<file path="src/hw/rtl/tss_pkg.sv">
// ----------------------------------------------------------------------------
// tss_pkg
// Shared types, codes and constants for the two-stack shared store.
// ----------------------------------------------------------------------------
package tss_pkg;

    localparam int DEPTH_DEFAULT = 16;
    localparam int WORD_W        = 32;
    localparam int CNT_FIELD_W   = 5;

    // command codes
    localparam logic [1:0] CMD_PUSH_FIRST  = 2'd0;
    localparam logic [1:0] CMD_POP_FIRST   = 2'd1;
    localparam logic [1:0] CMD_PUSH_SECOND = 2'd2;
    localparam logic [1:0] CMD_POP_SECOND  = 2'd3;

    // result status codes
    localparam logic [1:0] STAT_DONE  = 2'd0;
    localparam logic [1:0] STAT_FULL  = 2'd1;
    localparam logic [1:0] STAT_EMPTY = 2'd2;

    typedef struct packed {
        logic [1:0]               command;
        logic signed [WORD_W-1:0] push_value;
    } cmd_item_t;

    typedef struct packed {
        logic signed [WORD_W-1:0] popped_value;
        logic [1:0]               status;
        logic [CNT_FIELD_W-1:0]   first_count;
        logic [CNT_FIELD_W-1:0]   second_count;
    } rsp_item_t;

    // controller -> datapath
    typedef struct packed {
        logic accept;       // item taken this cycle
        logic load_direct;  // result ready without a store read
        logic load_read;    // result takes the registered read data
    } dp_ctrl_t;

    // datapath -> controller
    typedef struct packed {
        logic needs_read;   // offered item is a pop of a non-empty stack
    } dp_stat_t;

endpackage

</file>
<file path="src/hw/rtl/tss_ctrl.sv">
// ----------------------------------------------------------------------------
// tss_ctrl
// Sequencer: input handshake, store-read wait state, result valid flag.
// ----------------------------------------------------------------------------
module tss_ctrl
    import tss_pkg::*;
(
    input  logic     clk,
    input  logic     rst_n,
    input  logic     cmd_valid,
    output logic     cmd_ready,
    output logic     rsp_valid,
    input  logic     rsp_ready,
    input  dp_stat_t stat,
    output dp_ctrl_t ctrl
);

    localparam logic ST_IDLE = 1'b0;
    localparam logic ST_READ = 1'b1;

    logic state_reg, state_next;
    logic valid_reg, valid_next;
    logic slot_free;

    assign slot_free = !valid_reg || rsp_ready;
    assign cmd_ready = (state_reg == ST_IDLE) && slot_free;
    assign rsp_valid = valid_reg;

    always_comb
    begin
        ctrl.accept      = cmd_valid && cmd_ready;
        ctrl.load_direct = ctrl.accept && !stat.needs_read;
        ctrl.load_read   = (state_reg == ST_READ);
    end

    always_comb
    begin
        state_next = state_reg;
        case (state_reg)
            ST_IDLE:
            begin
                if (ctrl.accept && stat.needs_read)
                    state_next = ST_READ;
            end
            ST_READ:
            begin
                state_next = ST_IDLE;
            end
            default:
            begin
                state_next = ST_IDLE;
            end
        endcase
    end

    always_comb
    begin
        if (ctrl.load_direct || ctrl.load_read)
            valid_next = 1'b1;
        else if (rsp_ready)
            valid_next = 1'b0;
        else
            valid_next = valid_reg;
    end

    always_ff @(posedge clk or negedge rst_n)
    begin
        if (!rst_n)
        begin
            state_reg <= ST_IDLE;
            valid_reg <= 1'b0;
        end
        else
        begin
            state_reg <= state_next;
            valid_reg <= valid_next;
        end
    end

endmodule

</file>
<file path="src/hw/rtl/tss_datapath.sv">
// ----------------------------------------------------------------------------
// tss_datapath
// Occupancy counters, shared entry store and result register.
// ----------------------------------------------------------------------------
module tss_datapath
    import tss_pkg::*;
#(
    parameter int DEPTH = DEPTH_DEFAULT
)
(
    input  logic      clk,
    input  logic      rst_n,
    input  cmd_item_t cmd_item,
    input  dp_ctrl_t  ctrl,
    output dp_stat_t  stat,
    output rsp_item_t rsp_item
);

    localparam int AW = (DEPTH > 1) ? $clog2(DEPTH) : 1;
    localparam int CW = $clog2(DEPTH + 1);

    logic [WORD_W-1:0] store_mem [DEPTH];

    logic [CW-1:0]     lower_count_reg, lower_count_next;
    logic [CW-1:0]     upper_count_reg, upper_count_next;
    logic [WORD_W-1:0] rd_data_reg;
    rsp_item_t         rsp_reg, rsp_next;

    logic          is_pop, is_first, full, empty;
    logic [CW:0]   occupancy;
    logic [CW-1:0] lower_dec, upper_dec, sel_index;
    logic [AW-1:0] addr;
    logic          do_write, do_read;
    logic [CW+CNT_FIELD_W-1:0] first_wide, second_wide;

    assign is_pop    = (cmd_item.command == CMD_POP_FIRST)
                    || (cmd_item.command == CMD_POP_SECOND);
    assign is_first  = (cmd_item.command == CMD_PUSH_FIRST)
                    || (cmd_item.command == CMD_POP_FIRST);
    assign occupancy = {1'b0, lower_count_reg} + {1'b0, upper_count_reg};
    assign full      = (occupancy >= (CW+1)'(DEPTH));
    assign empty     = is_first ? (lower_count_reg == '0) : (upper_count_reg == '0);
    assign stat.needs_read = is_pop && !empty;

    assign lower_dec = lower_count_reg - CW'(1);
    assign upper_dec = upper_count_reg - CW'(1);

    // first stack indexes from the bottom, second from the top
    always_comb
    begin
        case (cmd_item.command)
            CMD_PUSH_FIRST:  sel_index = lower_count_reg;
            CMD_POP_FIRST:   sel_index = lower_dec;
            CMD_PUSH_SECOND: sel_index = upper_count_reg;
            default:         sel_index = upper_dec;
        endcase
        if (is_first)
            addr = sel_index[AW-1:0];
        else
            addr = AW'(DEPTH - 1) - sel_index[AW-1:0];
    end

    assign do_write = ctrl.accept && !is_pop && !full;
    assign do_read  = ctrl.accept && stat.needs_read;

    always_comb
    begin
        lower_count_next = lower_count_reg;
        upper_count_next = upper_count_reg;
        if (do_write)
        begin
            if (is_first)
                lower_count_next = lower_count_reg + CW'(1);
            else
                upper_count_next = upper_count_reg + CW'(1);
        end
        else if (do_read)
        begin
            if (is_first)
                lower_count_next = lower_dec;
            else
                upper_count_next = upper_dec;
        end
    end

    // low field bits of the counts, zero-extended when the counter is narrow
    assign first_wide  = {{CNT_FIELD_W{1'b0}}, lower_count_next};
    assign second_wide = {{CNT_FIELD_W{1'b0}}, upper_count_next};

    always_comb
    begin
        rsp_next = rsp_reg;
        if (ctrl.load_read)
        begin
            rsp_next.popped_value = rd_data_reg;
            rsp_next.status       = STAT_DONE;
            rsp_next.first_count  = first_wide[CNT_FIELD_W-1:0];
            rsp_next.second_count = second_wide[CNT_FIELD_W-1:0];
        end
        else if (ctrl.load_direct)
        begin
            rsp_next.popped_value = '0;
            if (is_pop)
                rsp_next.status = STAT_EMPTY;
            else if (full)
                rsp_next.status = STAT_FULL;
            else
                rsp_next.status = STAT_DONE;
            rsp_next.first_count  = first_wide[CNT_FIELD_W-1:0];
            rsp_next.second_count = second_wide[CNT_FIELD_W-1:0];
        end
    end

    always_ff @(posedge clk)
    begin
        if (do_write)
            store_mem[addr] <= cmd_item.push_value;
        if (do_read)
            rd_data_reg <= store_mem[addr];
    end

    always_ff @(posedge clk or negedge rst_n)
    begin
        if (!rst_n)
        begin
            lower_count_reg <= '0;
            upper_count_reg <= '0;
        end
        else
        begin
            lower_count_reg <= lower_count_next;
            upper_count_reg <= upper_count_next;
        end
    end

    always_ff @(posedge clk)
    begin
        rsp_reg <= rsp_next;
    end

    assign rsp_item = rsp_reg;

endmodule

</file>
<file path="src/hw/rtl/two_stacks_shared_array_top.sv">
// ----------------------------------------------------------------------------
// two_stacks_shared_array_top
// Two LIFO stacks in one store of DEPTH words, growing toward each other.
// ----------------------------------------------------------------------------
// Usage:
//   Command channel (cmd_valid/cmd_ready/cmd_item) takes one item per command:
//   push first, pop first, push second, pop second. Response channel
//   (rsp_valid/rsp_ready/rsp_item) returns exactly one item per command with
//   the popped word, a status (done, full, empty) and both occupancies.
//   Pushes, refused pushes and empty pops give their result in the cycle
//   after acceptance; a successful pop passes through the registered store
//   read and then the result register.
//   Pushes and empty pops run at one item per cycle while results are taken;
//   a successful pop holds off the next command until its store read is done.
//   The result register decouples the sides: a new command is accepted while
//   a result waits, as long as that result is taken in the same cycle or the
//   slot is empty. With rsp_ready low and a result pending, cmd_ready drops.
//   Reset clears both occupancy counters and the result valid flag; the
//   store itself is not cleared, as a pop only reads entries it pushed.
// ----------------------------------------------------------------------------
module two_stacks_shared_array_top
    import tss_pkg::*;
#(
    parameter int DEPTH = DEPTH_DEFAULT
)
(
    input  logic      clk,
    input  logic      rst_n,
    input  logic      cmd_valid,
    output logic      cmd_ready,
    input  cmd_item_t cmd_item,
    output logic      rsp_valid,
    input  logic      rsp_ready,
    output rsp_item_t rsp_item
);

    // command and status between sequencer and datapath
    dp_ctrl_t ctrl;
    dp_stat_t stat;

    tss_ctrl u_ctrl (
        .clk       (clk),
        .rst_n     (rst_n),
        .cmd_valid (cmd_valid),
        .cmd_ready (cmd_ready),
        .rsp_valid (rsp_valid),
        .rsp_ready (rsp_ready),
        .stat      (stat),
        .ctrl      (ctrl)
    );

    tss_datapath #(
        .DEPTH (DEPTH)
    ) u_datapath (
        .clk      (clk),
        .rst_n    (rst_n),
        .cmd_item (cmd_item),
        .ctrl     (ctrl),
        .stat     (stat),
        .rsp_item (rsp_item)
    );

`ifndef SYNTH
    // a pop that needs the store is always followed by the read-data load
    a_pop_read_follows: assert property (@(posedge clk) disable iff (!rst_n)
        (ctrl.accept && stat.needs_read) |=> ctrl.load_read)
        else $error("store read not completed after pop");

    // no command is taken while the store read is outstanding
    a_no_accept_in_read: assert property (@(posedge clk) disable iff (!rst_n)
        ctrl.load_read |-> !cmd_ready)
        else $error("command accepted during store read");

    // refused or empty results never carry a word
    a_fail_zero_word: assert property (@(posedge clk) disable iff (!rst_n)
        (rsp_valid && (rsp_item.status != STAT_DONE)) |-> (rsp_item.popped_value == '0))
        else $error("failed command returned a word");

    // only defined status codes leave the block
    a_status_code: assert property (@(posedge clk) disable iff (!rst_n)
        rsp_valid |-> (rsp_item.status == STAT_DONE || rsp_item.status == STAT_FULL
                       || rsp_item.status == STAT_EMPTY))
        else $error("undefined status code");
`endif

endmodule

</file>
<file path="config.mk">
export PLATFORM = sky130hd
export DESIGN_NAME = two_stacks_shared_array_top
export DESIGN_NICKNAME = d
export VERILOG_FILES = /design/src/hw/rtl/tss_pkg.sv /design/src/hw/rtl/tss_ctrl.sv /design/src/hw/rtl/tss_datapath.sv /design/src/hw/rtl/two_stacks_shared_array_top.sv
export SDC_FILE = /design/constraint.sdc
export NUM_CORES = 1
export LEC_CHECK = 0
export BUFFER_PORTS_ARGS = -buffer_cell sky130_fd_sc_hd__buf_4
export CAP_MARGIN = 20
export CORE_MARGIN = 2
export CORE_UTILIZATION = 65
export DETAILED_ROUTE_END_ITERATION = 12
export GPL_TIMING_DRIVEN = 0
export PLACE_DENSITY_LB_ADDON = 0.3
export SYNTH_ARGS = -nofsm -noshare
export SYNTH_HDL_FRONTEND = slang
export SYNTH_SLANG_ARGS = --single-unit
</file>
<file path="constraint.sdc">
create_clock -name clk -period 8.65 [get_ports clk]
set_input_delay 1.73 -clock clk [delete_from_list [all_inputs] [get_ports clk]]
set_output_delay 1.73 -clock clk [all_outputs]
set_load 0.01 [all_outputs]
</file>
==> results.toml <==
[sta]
whs_ps = 512.6
period_share = 0.5282
slew_violations = 0
relSlewSlack = 0.3164
hold_violations = 0
rsz0062_at_grt = "false"
finalClockSkew_ps = 19.45
finalCriticalPeriod_ps = 4569
tightest_slew_ps = 1017
finalSetupViolCount = 0
fmax_mhz = 218.9

[grt]
globalRouteMet2Util = 0.4802
grt_antenna_before_repair = 0
grt_busiest_layer = "met2"
grt.met1_usage = 0.4080
grt_max_degree = 36
grt_pass1_wl_um = 83630
grt_use_total = 0.2953
grt_pass1_vias = 14102
use_met3 = 0.04542
overflow = 0

[yosys]
synth_flop_cell = "edfxtp_1"
synth_area_leaders = "edfxtp_1, mux2i_1, nand2_1"
ys.warnings.count = 0
synth-xor-area-share = 0.002210
synth_compound_area_frac = 0.03531
yosys.area_share.simple = 0.08400
synth_nets = 1486
netlist_area_sq_um = 23770
muxShareOfSynthArea = 0.09957
yosysTopAreaCell = "edfxtp_1"
synth_edf_count = 586
synth_fa_ha_area_frac = 0.004210
synth_cells = 1440
ys_types = 60
synth_top_family_by_area = "multiplexers"
synth.avg_cell_area_sq_um = 16.51
yosys.area.top_type_share = 0.7402
async_reset_ff_frac = 0.02000
yosys_register_bits = 600
synth_seq_area_share = 0.7545

[pwr]
power.switching_w = 0.002906
p_leak_nw = 9.822
pwr-share-clk = 0.276
p_int_w = 0.005752
pwr-share-seq = 0.404
powerDensity_nw_per_um2 = 314.8
ir_worst_vdd_uv = 234.2
pwr-share-comb = 0.319
switching_share = 0.3357

[setup_path]
arrival_ps = 4870
path_buf_inv = 6
slowest_delay_ps = 660
worstPathCellList = "buf_4, buf_6, nor2_1, a32o_1, a221oi_2, nand3_1, clkbuf_1, nor4_2, buf_4, buf_4, buf_4"
cp_top_family = "buffers and inverters"
cp-start-kind = "input pin"
crit_type = "in2reg"
cp_max_fo = 10
crit_top_cell = "buf_4"
critPathSlowestCell = "nor4_2"
crit_required_ps = 8950
end_kind = "register"

[route]
drc = 0
wire_per_inst_um = 25.33
vias = 13987
vias_per_cell = 6.440
wirelength_um = 55020
ant_nets = 0
drt_first_iter_violations = 1885
drtPass1Iterations = 8

[layout]
drive_gt1_frac = 0.2277
area_growth_pct = 15.68
largest_reg_flops = 512
final_net_count = 1705
fin_util = 0.7567
final_cells = 2172
diodes = 0

[clock_tree]
cts_buffer_depth = 3
clkSlewWorstSetupHoldPaths_ps = 60
cts-root-buf = "clkbuf_16"
post_cts_buffers = 0
cts_made_buffers = 56
clk_latency_ps = 610
cts_hold_buf = 0
htreeDepth = 2
cts_sinks = 600
ctsResizeCount = 0
cts_tree = "done"

[job]
drv_cap = 0

[place]
port_buffers = 83
globalplace.congestion = 0.8701
dp_cells = 2068
hpwl_um = 36420

[floorplan]
coreArea_sq_um = 36350
rows = 70
die_area_sq_um = 38120
pin_count = 84
die_w_um = 195.2
initial_core_util = 0.6541
dieHeight_um = 195.2

[status]
status = "completed"

[hold_path]
hold_path.class = "reg2reg"
[area by class of cell]
| type | count | area (sq um) |
|---|---|---|
| flip-flops and latches | 600 | 17940 |
| fillers | 2063 | 8845 |
| multi-input cells | 744 | 5456 |
| clock buffers | 63 | 1448 |
| repair buffers | 161 | 1256 |
| well taps | 468 | 585.6 |
| plain buffers | 84 | 435.4 |
| clock inverters | 40 | 339.1 |
| inverters | 12 | 45.04 |
[worst register-to-register path, stage by stage (launching register included)]
cell and delay [ps]:
dfrtp_1 490, inv_1 120, ha_1 350, inv_1 90
mux4_2 450, buf_2 220, buf_2 280, buf_1 330
nor4_2 830, buf_6 250, buf_4 190, buf_4 200
[worst paths after layout]
kind / start / to / slack (ps) / cells after the start
setup / recovery: cmd_item[33] / u_datapath.store_mem[6][15] / 4080 / 11
hold / removal: u_datapath.rsp_item[10] / u_datapath.rsp_item[10] / 510 / 1
setup reg to reg: u_datapath.lower_count_reg[0] / u_datapath.store_mem[5][16] / 4550 / 11
hold reg to reg: u_datapath.rsp_item[10] / u_datapath.rsp_item[10] / 510 / 1
max in group asynchronous: rst_n / u_datapath.lower_count_reg[4] / 7540 / 1
min in group asynchronous: rst_n / u_datapath.upper_count_reg[4] / 950 / 1
[power by group through the flow]
| stage | Combinational [W] | Sequential, W | Clock, W |
|---|---|---|---|
| detailed placement | 0.00270 | 0.00356 | 0 |
| global route | 0.00294 | 0.00351 | 0.00252 |
| global placement | 0.00255 | 0.00357 | 0 |
| CTS | 0.00273 | 0.00350 | 0.00241 |
| finish | 0.00277 | 0.00350 | 0.00239 |
| floorplan | 0.00174 | 0.00356 | 0 |
[kinds of logic after synthesis]
kind of cell	after synthesis
flip-flops	600
multiplexers	226
AO/OA/AOI/OAI	100
buffers and inverters	96
AND/OR/NAND/NOR	404
adder cells (fa/ha/maj)	8
XOR/XNOR	6
[Yosys cell counts, types with 3 or more instances]
cell type,instances
nor4_1,16
inv_1,10
edfxtp_1,586
mux2i_1,160
buf_4,6
ha_1,8
a32oi_1,32
mux2_2,64
buf_2,36
o21ai_0,5
nand4_1,65
buf_6,7
o211ai_1,3
o221ai_1,31
nor3_1,7
xnor2_1,4
nor2_1,8
and2_1,42
clkbuf_1,34
a31oi_1,3
a21oi_1,6
nand2_1,205
nand3_1,43
o21ai_1,3
dfrtp_1,12
[layer usage]
| metal | routed length [um] | vias up | share of wire |
|---|---|---|---|
| met4 | 1866 | 0 | 0.034 |
| met2 | 26920 | 820 | 0.49 |
| met1 | 21300 | 6977 | 0.39 |
| met5 | 0 | - | 0 |
| li1 | - | 6059 | - |
| met3 | 4930 | 131 | 0.090 |
[layout by cell type, fill, tap and decap left out, types with 39 or more instances in the layout]
| cell | count |
|---|---|
| mux2_2 | 64 |
| mux2i_1 | 160 |
| nand3_1 | 43 |
| buf_4 | 161 |
| and2_1 | 42 |
| clkbuf_16 | 56 |
| nand4_1 | 65 |
| nand2_1 | 205 |
| clkbuf_1 | 39 |
| edfxtp_1 | 586 |
[through the flow]
| step | power (W) | setup WS [ps] | setup TNS (ps) | instance area [sq um] |
|---|---|---|---|---|
| finish | 0.008658 | 4081 | 0 | 27500 |
| global route | 0.008976 | 4062 | 0 | 27500 |
| CTS | 0.008645 | 4198 | 0 | 27500 |
| detailed placement | 0.006258 | 3584 | 0 | 25710 |
| global placement | 0.006122 | -1538 | -491670 | 24980 |
| floorplan | 0.005300 | 2164 | 0 | 23770 |
No activity file was read; power rests on OpenSTA's default activity.
